### src/hdl/hrlc_pkg.sv
// ----------------------------------------------------------------------------
// hrlc_pkg
// Shared types, character codes and defaults of the request line checker.
// ----------------------------------------------------------------------------
package hrlc_pkg;

  localparam int MAX_METHOD_DEF  = 16;
  localparam int MAX_PATH_DEF    = 256;
  localparam int MAX_VERSION_DEF = 16;

  localparam logic [7:0] CH_CR    = 8'h0D;
  localparam logic [7:0] CH_LF    = 8'h0A;
  localparam logic [7:0] CH_SP    = 8'h20;
  localparam logic [7:0] CH_SLASH = 8'h2F;
  localparam logic [7:0] CH_UPPER_A = 8'h41;
  localparam logic [7:0] CH_UPPER_Z = 8'h5A;
  localparam logic [7:0] CH_ZERO  = 8'h30;
  localparam logic [7:0] CH_ONE   = 8'h31;

  typedef enum logic [1:0] {
    PH_METHOD  = 2'd0,
    PH_PATH    = 2'd1,
    PH_VERSION = 2'd2
  } phase_t;

  typedef enum logic [2:0] {
    TAG_METHOD  = 3'd0,
    TAG_PATH    = 3'd1,
    TAG_VERSION = 3'd2,
    TAG_SEP     = 3'd3,
    TAG_IGNORED = 3'd4
  } tag_t;

  // "HTTP/1." prefix of the version field
  function automatic logic [7:0] ver_prefix(input logic [2:0] idx);
    logic [7:0] c;
    case (idx)
      3'd0:    c = 8'h48;
      3'd1:    c = 8'h54;
      3'd2:    c = 8'h54;
      3'd3:    c = 8'h50;
      3'd4:    c = 8'h2F;
      3'd5:    c = 8'h31;
      3'd6:    c = 8'h2E;
      default: c = 8'h00;
    endcase
    return c;
  endfunction

endpackage

### src/hdl/http_request_line_check_core.sv
// ----------------------------------------------------------------------------
// http_request_line_check_core
// Byte-serial check of an HTTP/1.x request line with per-byte tagging.
// ----------------------------------------------------------------------------
// usage
//   input channel (in_valid / in_ready) carries one raw request byte per word,
//   with buffer_end set on the last byte of the buffer
//   output channel (out_valid / out_ready) returns one result word per input
//   word: byte tag, held cr flag, verdict and running field lengths
//   the result word is registered and valid in the cycle after its byte
//   throughput: one word per cycle while out_ready is high; the parse state is
//   updated in the same cycle the byte is taken, so consecutive bytes never wait on each other
//   stall: while out_ready is low and a result is held, in_ready is low; a
//   taken result frees the register in the same cycle for the next byte
//   reset: parse state returns to the method phase, the result register is
//   emptied; buffer_end also restarts the parse state after its byte
// ----------------------------------------------------------------------------
module http_request_line_check_core
  import hrlc_pkg::*;
#(
  parameter int MAX_METHOD  = MAX_METHOD_DEF,
  parameter int MAX_PATH    = MAX_PATH_DEF,
  parameter int MAX_VERSION = MAX_VERSION_DEF
) (
  input  logic       clk,
  input  logic       rst,
  input  logic       in_valid,
  output logic       in_ready,
  input  logic [7:0] data_byte,
  input  logic       buffer_end,
  output logic       out_valid,
  input  logic       out_ready,
  output logic [2:0] byte_tag,
  output logic       held_cr_is_field,
  output logic       verdict_valid,
  output logic       line_status,
  output logic       version_minor,
  output logic [3:0] method_length,
  output logic [7:0] path_length
);

  localparam int MW = $clog2(MAX_METHOD + 1);
  localparam int PW = $clog2(MAX_PATH + 1);
  localparam int VW = $clog2(MAX_VERSION + 1);

  localparam logic [MW-1:0] MCAP = MW'(MAX_METHOD);
  localparam logic [PW-1:0] PCAP = PW'(MAX_PATH);
  localparam logic [VW-1:0] VCAP = VW'(MAX_VERSION);

  typedef struct packed {
    phase_t        phase;
    logic [MW-1:0] mcnt;
    logic [PW-1:0] pcnt;
    logic [VW-1:0] vidx;
    logic          minor;
    logic          ok;
    logic          crp;
    logic          given;
  } st_t;

  localparam st_t ST_RESET = '{phase: PH_METHOD, mcnt: '0, pcnt: '0, vidx: '0,
                               minor: 1'b0, ok: 1'b1, crp: 1'b0, given: 1'b0};

  function automatic st_t take(input st_t s, input logic [7:0] b);
    st_t r;
    r = s;
    case (s.phase)
      PH_METHOD: begin
        if (b < CH_UPPER_A || b > CH_UPPER_Z) r.ok = 1'b0;
        if (s.mcnt < MCAP) r.mcnt = s.mcnt + MW'(1);
        if (r.mcnt == MCAP) r.ok = 1'b0;
      end
      PH_PATH: begin
        if (s.pcnt == '0 && b != CH_SLASH) r.ok = 1'b0;
        if (s.pcnt < PCAP) r.pcnt = s.pcnt + PW'(1);
        if (r.pcnt == PCAP) r.ok = 1'b0;
      end
      default: begin
        if (s.vidx < VW'(7)) begin
          if (b != ver_prefix(s.vidx[2:0])) r.ok = 1'b0;
        end else if (s.vidx == VW'(7)) begin
          if (b == CH_ONE) r.minor = 1'b1;
          else if (b != CH_ZERO) r.ok = 1'b0;
        end else begin
          r.ok = 1'b0;
        end
        if (s.vidx < VCAP) r.vidx = s.vidx + VW'(1);
      end
    endcase
    return r;
  endfunction

  st_t  st;
  st_t  st_next;
  tag_t tag_next;
  logic held_next;
  logic vv_next;
  logic status_next;
  logic minor_next;
  logic crlf_hit;
  logic accept;

  assign in_ready = !out_valid || out_ready;
  assign accept   = in_valid && in_ready;

  always_comb begin
    st_next     = st;
    tag_next    = TAG_IGNORED;
    held_next   = 1'b0;
    vv_next     = 1'b0;
    status_next = 1'b0;
    minor_next  = 1'b0;
    crlf_hit    = 1'b0;
    if (!st.given) begin
      if (st.crp) begin
        st_next.crp = 1'b0;
        if (data_byte == CH_LF) begin
          crlf_hit      = 1'b1;
          tag_next      = TAG_SEP;
          vv_next       = 1'b1;
          st_next.given = 1'b1;
          if (st.ok && st.phase == PH_VERSION && st.vidx == VW'(8)) begin
            minor_next = st.minor;
          end else begin
            status_next = 1'b1;
          end
        end else begin
          held_next = 1'b1;
          st_next   = take(st_next, CH_CR);
        end
      end
      if (!crlf_hit) begin
        if (data_byte == CH_CR) begin
          st_next.crp = 1'b1;
          tag_next    = TAG_SEP;
        end else if (data_byte == CH_SP && st_next.phase == PH_METHOD) begin
          if (st_next.mcnt == '0) st_next.ok = 1'b0;
          st_next.phase = PH_PATH;
          tag_next      = TAG_SEP;
        end else if (data_byte == CH_SP && st_next.phase == PH_PATH) begin
          if (st_next.pcnt == '0) st_next.ok = 1'b0;
          st_next.phase = PH_VERSION;
          tag_next      = TAG_SEP;
        end else begin
          case (st_next.phase)
            PH_METHOD: tag_next = TAG_METHOD;
            PH_PATH:   tag_next = TAG_PATH;
            default:   tag_next = TAG_VERSION;
          endcase
          st_next = take(st_next, data_byte);
        end
      end
      if (buffer_end && !vv_next) begin
        vv_next     = 1'b1;
        status_next = 1'b1;
        minor_next  = 1'b0;
      end
    end
  end

  always_ff @(posedge clk) begin
    if (rst) begin
      st        <= ST_RESET;
      out_valid <= 1'b0;
    end else begin
      if (accept) begin
        st        <= buffer_end ? ST_RESET : st_next;
        out_valid <= 1'b1;
      end else if (out_ready) begin
        out_valid <= 1'b0;
      end
    end
  end

  always_ff @(posedge clk) begin
    if (accept) begin
      byte_tag         <= tag_next;
      held_cr_is_field <= held_next;
      verdict_valid    <= vv_next;
      line_status      <= status_next;
      version_minor    <= minor_next;
      method_length    <= (32'(st_next.mcnt) > 15) ? 4'hF : 4'(st_next.mcnt);
      path_length      <= (32'(st_next.pcnt) > 255) ? 8'hFF : 8'(st_next.pcnt);
    end
  end

endmodule

### config.mk
export PLATFORM = sky130hd
export DESIGN_NAME = http_request_line_check_core
export DESIGN_NICKNAME = d
export VERILOG_FILES = /design/src/hdl/hrlc_pkg.sv /design/src/hdl/http_request_line_check_core.sv
export SDC_FILE = /design/constraint.sdc
export NUM_CORES = 1
export LEC_CHECK = 0
export BUFFER_PORTS_ARGS = -buffer_cell sky130_fd_sc_hd__buf_2
export CORE_ASPECT_RATIO = 0.7
export CORE_UTILIZATION = 34
export CTS_BUF_LIST = sky130_fd_sc_hd__clkbuf_8
export CTS_CLUSTER_SIZE = 25
export DETAILED_ROUTE_END_ITERATION = 7
export PLACE_DENSITY_LB_ADDON = 0.3
export SKIP_LAST_GASP = 1
export SYNTH_ARGS = -nofsm -noshare
export SYNTH_HDL_FRONTEND = slang
export SYNTH_SLANG_ARGS = --single-unit
### constraint.sdc
create_clock -name clk -period 7.5 [get_ports clk]
set_clock_uncertainty 0.15 [all_clocks]
set_input_delay 1.5 -clock clk [delete_from_list [all_inputs] [get_ports clk]]
set_output_delay 1.5 -clock clk [all_outputs]
set_load 0.1 [all_outputs]
==> impl.org, run 1 <==
** Outcome
- The flow ran to the end, and the final reports show no timing, DRC or antenna violations.

** Clock network
- Clock buffers created by TritonCTS :: 5
- Post-CTS sizing :: 0
- In this run the post-CTS setup repair buffer count came out at 0.
- No sink is reached through more buffers than the 2 on the longest clock path.
- The clock tree synthesis step divided the H-tree into 2 levels.
- Clock latency on the worst-skew pair, taken at its later pin, is 0.32 ns.
- The tree is rooted in a clkbuf_8.
- Hold buffers post-CTS :: 0
- After clock tree synthesis, the clock-pin slew on the worst setup and hold paths is 0.10 ns.
- TritonCTS clock tree :: built
- Number of clock sinks :: 45

** Cells and area
- Of the cells placed in the final design, the portion with a size suffix greater than 1 is 0.129.
- From synthesis to final layout, the design area changed by 7.72%.
- Diode count :: 0
- Number of nets in the layout :: 536
- Final std cell area, no fill :: around 4300 sq um

** Floorplan
- I/O Pins :: 34
- The die covers around 12000 sq um.
- Width of the die :: 131 um
- The initial utilization of the core area, before any placement, comes to 0.356.
- Height of the chip :: 92.6 um
- In this run the standard cell core region covers 11200 sq um.
- The floorplan has 32 rows.

** Yosys
- The synthesized design contains 45 register bits.
- Yosys mapped a number of flops with a built-in enable equal to 19.
- The most used flip-flop cell after synthesis is dfxtp_1.
- Sorting the synthesized cells by how often they occur yields nor2_1 (49), nand2_1 (47), a21oi_1 (30).
- Number of standard cells after synthesis :: 499
- Synth area leader :: edfxtp_1
- In this run the mean area of a mapped cell was about 8.0 sq um.
- For this run, the number of Yosys warnings is 0.
- Ranked by total cell area, the synthesized netlist is headed by edfxtp_1 (14%), dfxtp_1 (13%), nor2_1 (4.6%).
- The share of synthesized area in the top cell type comes to 0.143.
- Sequential element share of the synthesized area :: 0.274
- The number of nets handed over by synthesis was 526.
- Async set-reset flop share out of synthesis :: 0
- Post-Syn Area :: 3990 sq um
- Distinct cell type count after synthesis :: roughly 80
- Leading cell type by number of instances after synthesis :: nor2_1

** Route
- For this block, wires on met1 add up to 6.24 mm.
- In the routed design, unresolved DRC markers number 0.
- Total length of routed wires :: around 12 mm
- In the routed layout, each cell is associated on average with a via count of ~6.
- Number of nets still failing antenna checks after routing :: 0
- Detailed routing placed a total of 4.83 mm of wire on met2.
- Max layer used :: met4
- Wire segments on met3 add up to 1.15 mm in the final route.
- Summing over every cut layer, the via total after detailed routing is 3997.
- The pre-antenna-repair detailed-routing pass consisted of 7 iterations.
- Average routed wire per standard cell :: 18.6 um
- Count of routing violations after the opening detailed-route iteration :: 337

** Global routing
- The initial antenna violation count is 0.
- Overflow after GRT :: 0
- Global-route wire length before repair :: 19.9 mm
- Total routing resource utilization after global routing :: 0.208
- Maximum number of pins on one net before global-route repair :: 29
- Number of global-route vias before repair :: 3610

** Timing
- Timing would allow up to 206 MHz.
- Sum Neg Setup Slack :: 0 ns
- At the pin with the least slew margin, the transition time is 0.968 ns.
- Final setup violating endpoints :: 0
- The worst pin sits at a relative slew slack of 0.351.
- Unrepaired setup endpoints after global routing :: no
- Final number of hold-violating endpoints :: 0
- Final worst-path cycle share :: 0.648
- Max-slew violation count :: 0
- The worst path needs a little under 5 ns of the cycle, external delays included.

** Setup path
- Worst setup EP type :: flop
- In this run the worst path has a maximum fanout of 11.
- Required time of the worst setup path :: about 7.6 ns
- Arrival time at the worst endpoint :: 4.97 ns
- The worst setup path is of the input port to flop kind.
- STA classifies the critical path startpoint as an input port.

** Placement
- Number of buffer cells added on primary ports :: 33
- At the end of routability-driven placement, the weighted congestion stood at 0.961.
- After detailed placement, the total cell area comes to 4210 sq um.
- After legalization and detailed placement, the total HPWL measured 9.07 mm.

** Pwr
- Dividing total power by cell area gives a power density of 119 nW/um^2.
- Maximum ir drop on the vdd rail :: 0.000117 V
- In this run the static leakage power is 1.60 nW.

** Hold path
- Hold WC Path Type :: flop to flop

** Run
- Reported max-cap violation count :: 0
## layout by cell type, fill, tap and decap left out, drive strengths merged, types with 8 or more instances in the layout
| cell type | netlist | routed |
|---|---|---|
| buf | 12 | 35 |
| nand2 | 47 | 47 |
| a31oi | 11 | 11 |
| inv | 20 | 21 |
| ha | 14 | 14 |
| nor2 | 49 | 49 |
| xnor2 | 13 | 13 |
| nand2b | 10 | 10 |
| dfxtp | 26 | 26 |
| o21ai | 26 | 26 |
| nor3 | 23 | 23 |
| nor4 | 8 | 8 |
| o31ai | 9 | 9 |
| mux2i | 13 | 13 |
| edfxtp | 19 | 19 |
| a21oi | 32 | 32 |
| xor2 | 9 | 9 |
| nand3 | 18 | 18 |
## critical path, stage by stage
cell	delay [ns]
buf_2	0.16
or4b_4	0.66
o311a_1	0.54
xnor2_1	0.41
inv_1	0.13
ha_1	0.27
nor3_1	0.25
xnor2_1	0.09
or4_1	0.40
nor2_1	0.09
o211ai_1	0.11
nor4_2	0.17
o21ai_1	0.09
nand3_1	0.09
## cell type report
cell class / count / area [sq um]
Timing Repair Buffer: 35 / 180
Clock inverter: 3 / 20.0
Clock buffer: 5 / 68.8
Inverter: 21 / 78.8
Multi-Input combinational cell: 401 / 2670
Sequential cell: 45 / 1090
Tap cell: 153 / 191
Fill cell: 1171 / 6910
## through the flow
stage	std cells	utilization	total power, W	setup slack (ns)	hold WS [ns]
after floorplan	499	-	0.000342	2.77	0.308
after global placement	655	0.375	0.000361	2.48	0.353
after detailed placement	655	0.375	0.000361	2.35	0.370
after CTS	663	0.383	0.000517	2.66	0.384
after global routing	663	0.383	0.000533	2.40	0.412
final	663	0.383	0.000513	2.64	0.381
## power breakdown
group	switching, W	leakage [nW]	internal (W)
sequential	0.00000317	0.399	0.000261
clock	0.0000914	0.0455	0.0000650
combinational	0.0000753	1.16	0.0000169
total	0.000170	1.60	0.000343
## metal layers
metal,vias to the layer above,global-route usage
li1,1883,-
met1,1916,0.315
met2,183,0.291
met3,15,0.0525
met4,0,0.0417
met5,-,0
## logic make-up (layout without fill, tap and decap cells)
family | count (synthesis) | after routing | synth area share
adders and majority gates | 14 | 14 | 0.0439
AOI/OAI and AO/OA | 141 | 141 | 0.256
and+or+nand+nor | 210 | 210 | 0.277
muxes | 14 | 14 | 0.0395
DFF | 45 | 45 | 0.274
buffers and inverters | 53 | 64 | 0.0580
xor gates and xnor gates | 22 | 22 | 0.0521
## worst paths after layout
check | start | end | slack (ns) | depth (start not counted)
worst min-delay path | st[21] | st[21] | 0.38 | 2
worst min register to register | st[21] | st[21] | 0.38 | 2
worst max register to register | st[24] | st[2] | 3.75 | 13
worst max-delay path | data_byte[4] | st[2] | 2.64 | 14
## flip-flops by register name (all words and copies together) (netlist names)
register and count:
st 25, method_length 4, verdict_valid 1, line_status 1, out_valid 1, held_cr_is_field 1, version_minor 1, byte_tag 3
path_length 8
Note: power is estimated with default switching activity, not from simulation.
==> run 2: changes to the inputs <==
Clock period 7.5 ns to 4.36 ns, I/O delays scaled along.
==> run 2 against run 1 <==
Net effect:
- global-route usage is 0.081 points lower
- sequential share of layout area is 0.80 points lower
- final cell count rose by 2.7%
- routed wire length increased by 1.8%
- register-to-register slack worse by 2.8 ns
- via count grew 0.98%
- die area unchanged
==> impl.org, run 2 (synthesis gave the netlist of run 1 again) <==
** Timing
- The number of hold violations in the final report was 0 (unchanged).
- Sum Neg Setup Slack :: 0 ns (unchanged)
- Setup repair after global routing left no endpoint under its margin.
- The smallest clock period supported by the final layout is computed as 3.78 ns.
- Of the available clock period, the critical path in the final layout requires 0.868.
- The transition time at the pin with the least slew margin came to 0.929 ns (-0.0393 ns).
- Max-slew violation count :: 0 (unchanged)
- Relative slew slack :: 0.377 (+0.0260)
- Final setup violating endpoints :: 0 (unchanged)
- PnR worst setup slack :: 0.577 ns (-2.07 ns)
- Static timing analysis puts the maximum clock frequency at 264 MHz.

** Floorplan
- Area inside the core boundary :: 11200 sq um (unchanged)
- I/O Pins :: 34 (unchanged)
- The initial standard-cell utilization of the core is 0.356 (unchanged).
- The total number of placement rows was 32 (unchanged).
- Width of the die :: 131 um (unchanged)
- Height of the chip :: 92.6 um (unchanged)
- Die Footprint :: 12200 sq um (unchanged)

** Pwr
- The areal power density over the cells came to 199 nW/um^2 (+66%).
- Total Power Consumption :: 0.000881 W (+72%)
- The net switching power is 0.000276 W (+63%).
- The switching share of power came to 0.313 (-0.0175).
- The power share of the combinational group came to 0.187 (+0.007).
- P_leak :: 1.69 nW (+5.7%)
- Share of total power in sequential cells :: 0.516 (about the same)
- The share of total power in the clock network is 0.297 (-0.008).
- The maximum vdd ir drop came to 0.000158 V (+35%).
- Power Internal :: 0.000605 W (+76%)

** Setup path
- The total buffers and inverters traversed by the critical path came to 2 (unchanged).
- Worst reg2reg path startpoint :: st[24]
- Cell with the biggest individual delay on the critical path :: or4b_4
- Worst r2r path cells :: 14 (+1)
- The worst path arrival time was 3.88 ns (-1.09 ns).
- Flop2flop setup slack :: 0.92 ns (-2.83 ns)
- Largest stage delay on the critical path :: 0.55 ns (-0.11 ns)
- The worst register-to-register path ends at st[2].
- The largest fanout of any net on the critical path was 10 (-1).
- The worst setup path is of the input port to flop kind.
- Required time of the worst setup path :: 4.45 ns (-3.16 ns)
- CP delay by family, top :: simple AND/OR/NAND/NOR gates
- STA classifies the critical path endpoint as a flop.
- List of cells traversed by the critical path :: buf_2 > or4b_4 > o311a_1 > mux2_4 > inv_1 > ha_1 > nor3_1 > xnor2_1 > or4_1 > nor2_1 > o211ai_1 > nor4_2 > o21ai_1 > nand3_1
- STA classifies the critical path startpoint as an input port.

** Run
- The total of max-cap violations is 0 (unchanged).

** Route
- The routed via count came to 4036 (+0.98%).
- The number of detailed-route iterations in the first pass is 5 (-2).
- Count of routing violations after the opening detailed-route iteration :: 414 (+23%)
- Number of nets still failing antenna checks after routing :: 0 (unchanged)
- The final wirelength is 12.6 mm (+1.8%).
- The average detailed-routed wire length per instance is 18.5 um (-0.88%).
- Residual DRC count :: 0 (unchanged)
- Vias per Instance :: 5.93 (-1.7%)

** Cells and area
- The number of inserted diodes came to 0 (unchanged).
- Synth-to-Final Area Change :: 11.2%
- Most frequent standard cell in the layout excluding fill and tap cells :: nor2_1
- Register ranked first by flip-flop count :: st
- Filler Cell Count :: 1172 (+0.085%)
- The library cells used most frequently in the layout, excluding fill and tap cells, are nor2_1 (49), nand2_1 (47), buf_2 (33).
- Largest registers in the final layout :: st (25), path_length (8), method_length (4)
- Max reg flops :: 25 (unchanged)
- The layout cell share with drive strength beyond 1 is 0.159 (+0.0297).
- Number of nets in the layout :: 555 (+3.5%)
- The core occupancy in the finished layout came to 0.396 (+0.0125).

** Hold path
- The path with the worst hold slack has its endpoint at st[21].
- The cell depth of the worst min-delay path came to 2 (unchanged).
- Hold WC Path Type :: flop to flop
- In this run the most critical hold path is launched from st[21].

** Outcome
- The run finished with clean final reports.

** Placement
- The count of buffers from port buffering is 33 (unchanged).
- Post-placement setup slack :: 0.300 ns (-2.05 ns)
- DP HPWL :: 9.27 mm (+2.2%)
- Global placer's final weighted congestion :: 0.920 (-4.3%)

** Clock network
- TritonCTS built the clock tree.
- Root Driver :: clkbuf_8
- The number of buffers added to fix hold violations after cts was 0 (unchanged).
- The TritonCTS sink count came to 45 (unchanged).
- The number of buffers created by CTS was 5 (unchanged).
- The number of levels in the clock H-tree is 2 (unchanged).
- Max clock buf depth :: 2 (unchanged)
- The count of instances resized after the clock tree is built is 0 (unchanged).
- The clock transition at the register clock pins on the worst setup and hold paths after CTS was 0.08 ns (-0.02 ns).
- Post-CTS Setup Repair Bufs :: 0 (unchanged)
- The clock latency of the later-clocked register in the worst-skew pair is 0.30 ns (-0.02 ns).

** Global routing
- Number of global-route vias before repair :: 3667 (+1.6%)
- Global-route wire length before repair :: 20.0 mm (+0.69%)
- Initial antenna violation count :: 0 (unchanged)
- The total congestion overflow after global routing is 0 (unchanged).
- Total routing resource utilization after global routing :: 0.207 (-0.000814)
- The pin count of the biggest net entering global routing came to 29 (unchanged).
==> run 2: cell count changes in the layout (fill, tap and decap cells not counted) <==
cell,change
clkinv_4,-1
clkinvlp_4,-1
buf_4,+19
clkbuf_8,+1
==> run 2: worst max-delay path by stage <==
stage,from,endpoint,slack [ns],cells after the start
global placement,data_byte[4],st[2],0.32,13
floorplan,data_byte[4],st[2],0.26,16
detailed placement,data_byte[4],st[2],0.30,14
global route,data_byte[3],st[15],0.38,15
CTS,data_byte[4],st[2],0.61,14
finish,data_byte[4],st[2],0.58,14
==> run 2: layout make-up <==
cell class,count,area (sq um),share of cell area
sequential,45,1090,0.246
timing repair buffer,54,323,0.0728
tap,153,191,0.0431
clock buffer,6,82.6,0.0186
multi-input combinational,401,2670,0.601
inverter,21,78.8,0.0178
clock inverter,1,3.75,0.000846
==> run 2: tightest hold or removal path, delay by kind of cell (launching register included) <==
family / cells / cell delay (ns)
AND/OR/NAND/NOR: 1 / 0.08
flip-flops: 1 / 0.36
AO/OA/AOI/OAI: 1 / 0.05
==> run 2: routing by layer <==
metal	wire length, um	GRT usage	share of wire
met3	1240	0.0432	0.098
met5	0	0	0
met1	6250	0.316	0.50
met2	5020	0.296	0.40
met4	76	0.0349	0.0060
==> run 2: through the flow <==
stage | instance area [sq um] | std cells | hold WS [ns]
after floorplan | 3990 | 499 | 0.308
after global placement | 4350 | 674 | 0.349
after detailed placement | 4350 | 674 | 0.363
after CTS | 4440 | 681 | 0.375
after global routing | 4440 | 681 | 0.385
final | 4440 | 681 | 0.379
==> run 2: power by group through the flow <==
stage          clock network (W)  logic (W)  registers, W
6_report                0.000262   0.000165      0.000454
5_1_grt                 0.000291   0.000171      0.000456
4_1_cts                 0.000271   0.000163      0.000454
3_5_place_dp                   0   0.000162      0.000464
3_3_place_gp                   0   0.000161      0.000464
2_1_floorplan                  0  0.0000585      0.000530
==> run 3: changes to the inputs <==
Clock period 4.36 ns to 4.2 ns, I/O delays scaled along.
==> run 3 against run 2 <==
Net effect:
- global-route usage rose by 1.1 points
- critical path depth did not move
- via count rose by 0.67%
- critical endpoint unchanged
- largest cell class unchanged
==> impl.org, run 3 (synthesis gave the netlist of run 1 again) <==
** Setup path
- The worst-case reg-to-reg path depth came to 13 (-1).
- The worst setup path is of the input port to flop kind.
- The required time at the worst-slack endpoint was 4.33 ns (-0.12 ns).
- Worst setup EP type :: flop
- The largest stage delay on the critical path came to 0.52 ns (-0.03 ns).
- Setup crit end :: st[2]
- In this run the critical register-to-register path is launched from st[24].
- Biggest fanout along the worst timing path :: 7 (-3)
- List of cells traversed by the critical path :: buf_2 > or4b_4 > o311a_1 > mux2_4 > inv_1 > ha_1 > nor3_1 > xnor2_1 > or4_1 > nor2_1 > o211ai_1 > nor4_2 > o21ai_1 > nand3_1
- The most critical setup path has its startpoint at data_byte[7].
- The worst path arrival time is 3.83 ns (-0.05 ns).
- The endpoint identified for the worst register-to-register timing path is st[2].
- The slowest stage of the critical path belongs to the cell or4b_4.
- The worst reg-to-reg setup slack came to 0.71 ns (-0.21 ns).
- STA classifies the critical path startpoint as an input port.

** Timing
- The transition time at the pin with the least slew margin came to 1.03 ns (+0.101 ns).
- Relative slew slack :: 0.309 (-0.0680)
- The final count of pins violating max slew is 0 (unchanged).
- Final worst-path cycle share :: 0.881
- Setup repair after global routing left no endpoint under its margin.
- Final setup violating endpoints :: 0 (unchanged)
- Sum Neg Setup Slack :: 0 ns (unchanged)
- Final number of hold-violating endpoints :: 0 (unchanged)
- Time the worst path needs with I/O delays and setup :: 3.70 ns
- PnR worst setup slack :: 0.499 ns (-0.0777 ns)
- Timing would allow up to 270 MHz.
- The final hold slack was 0.367 ns (-0.0119 ns).

** Global routing
- The via count of the first global-routing pass is 3848 (+4.9%).
- The pin count of the biggest net entering global routing is 30 (+3.4%).
- Initial antenna violation count :: 0 (unchanged)
- The first-pass GRT wire length came to 20.9 mm (+4.5%).
- The total congestion overflow after global routing was 0 (unchanged).
- Total routing resource utilization after global routing :: 0.218 (+0.0112)

** Clock network
- The post-CTS setup buffer count came to 0 (unchanged).
- The clock transition at the register clock pins on the worst setup and hold paths after CTS came to 0.10 ns (+0.02 ns).
- The number of buffers on the longest clock path was 2 (unchanged).
- The number of buffers added to fix hold violations after cts was 0 (unchanged).
- Clock insertion delay at the later pin of the skew report :: 0.33 ns (+0.03 ns)
- The number of levels in the clock H-tree is 2 (unchanged).
- Post-CTS sizing :: 0 (unchanged)
- CTS placed an instance of clkbuf_8 at the clock tree root.
- The TritonCTS sink count is 45 (unchanged).
- TritonCTS clock tree :: built
- Clock buffers created by TritonCTS :: 5 (unchanged)

** Cells and area
- The number of inserted diodes came to 0 (unchanged).
- Storage cell area :: 1090 sq um (unchanged)
- Total area of multi-input combinational cells :: 2670 sq um (unchanged)
- Largest registers in the final layout :: st (25), path_length (8), method_length (4)
- The library cells used most frequently in the layout, excluding fill and tap cells, are nor2_1 (49), nand2_1 (47), buf_2 (33).
- The number of cells in the finished layout apart from fillers came to 686 (+0.73%).
- The count of filler cells inserted in the layout is 1144 (-2.4%).
- Max reg flops :: 25 (unchanged)
- st holds more flip-flops than any other register.
- Synth-to-Final Area Change :: 13.2%
- Most frequent standard cell in the layout excluding fill and tap cells :: nor2_1
- The layout cell share with drive strength beyond 1 came to 0.169 (+0.00976).
- Number of nets in the layout :: 559 (+0.72%)

** Floorplan
- The die outline area was 12200 sq um (unchanged).
- The placeable core area is 11200 sq um (unchanged).
- The total number of placement rows came to 32 (unchanged).
- The height of the chip was 92.6 um (unchanged).
- Width of the die :: 131 um (unchanged)
- I/O Pins :: 34 (unchanged)
- Initial core utilization :: 0.356 (unchanged)

** Placement
- The routability congestion estimate from global placement is 0.945 (+2.7%).
- DP HPWL :: 9.46 mm (+2.1%)
- The count of buffers from port buffering is 33 (unchanged).
- Dpl cells :: 678 (+0.59%)
- Post-placement setup slack :: 0.172 ns (-0.127 ns)

** Pwr
- P_leak :: 1.73 nW (+2.2%)
- The power share of the combinational group came to 0.164 (-0.023).
- Clock network fraction of design power :: 0.383 (+0.086)
- The relative contribution of sequential cells to total power is 0.453 (-0.063).
- Maximum ir drop on the vdd rail :: 0.000178 V (+13%)
- The switching share of power is 0.293 (-0.0205).
- The internal power is 0.000737 W (+22%).
- The net switching power was 0.000305 W (+11%).
- P per Cell Area :: 231 nW/um^2 (+16%)

** Hold path
- In this run the worst hold path is classified as flop to flop.
- Number of cells on the worst hold path :: 2 (unchanged)
- The startpoint identified for the worst hold timing path is st[3].

** Route
- The remaining antenna violation count after routing is 0 (unchanged).
- Residual DRC count :: 0 (unchanged)
- Routed vias :: 4063 (+0.67%)
- Total length of routed wires :: 12.9 mm (+2.4%)
- Pre-antenna DRT Iters :: 5 (unchanged)
- Count of routing violations after the opening detailed-route iteration :: 339 (-18%)
- The average detailed-routed wire length per instance was 18.8 um (+1.7%).
- Vias per Instance :: 5.92 (about the same)

** Outcome
- Run status :: completed

** Run
- Reported max-cap violation count :: 0 (unchanged)
## run 3: how the worst min path moves through the flow
| stage | to | slack, ns |
|---|---|---|
| after detailed placement | st[3] | 0.35 |
| after CTS | st[3] | 0.36 |
| after global routing | st[3] | 0.41 |
| after global placement | st[3] | 0.34 |
| after floorplan | st[3] | 0.31 |
| final | st[3] | 0.37 |
## run 3: power groups by stage
stage | Combinational, W | Clock, W | Sequential (W)
final | 0.000171 | 0.000399 | 0.000472
after floorplan | 0.0000608 | 0 | 0.000551
after global routing | 0.000180 | 0.000422 | 0.000474
after CTS | 0.000170 | 0.000406 | 0.000472
after detailed placement | 0.000169 | 0 | 0.000482
after global placement | 0.000169 | 0 | 0.000482
## run 3: final cells by class
class                      count  share of cell area
timing repair buffer          58              0.0782
clock inverter                 3              0.0144
multi-input combinational    401               0.591
clock buffer                   5              0.0152
inverter                      21              0.0175
tap                          153              0.0424
sequential                    45               0.242
## run 3: per-stage QoR
step           power [W]  area [sq um]   util
6_report         0.00104          4510  0.403
5_1_grt          0.00108          4510  0.403
4_1_cts          0.00105          4510  0.403
3_5_place_dp    0.000651          4380  0.391
3_3_place_gp    0.000651          4380  0.391
2_1_floorplan   0.000611          3990      -
## run 3: routing by layer
metal,vias to the layer above,GRT usage,part of all wire
met2,170,0.305,0.39
met1,1946,0.328,0.51
met3,15,0.0547,0.083
met4,0,0.0504,0.011
li1,1932,-,-
met5,-,0,0
## run 3: critical path: cells and delay by family
| family | cells | cell delay (ns) |
|---|---|---|
| and+or+nand+nor | 6 | 1.54 |
| muxes | 1 | 0.27 |
| AOI/OAI and AO/OA | 3 | 0.60 |
| adders and majority gates | 1 | 0.27 |
| buffers and inverters | 2 | 0.21 |
| xor gates and xnor gates | 1 | 0.08 |
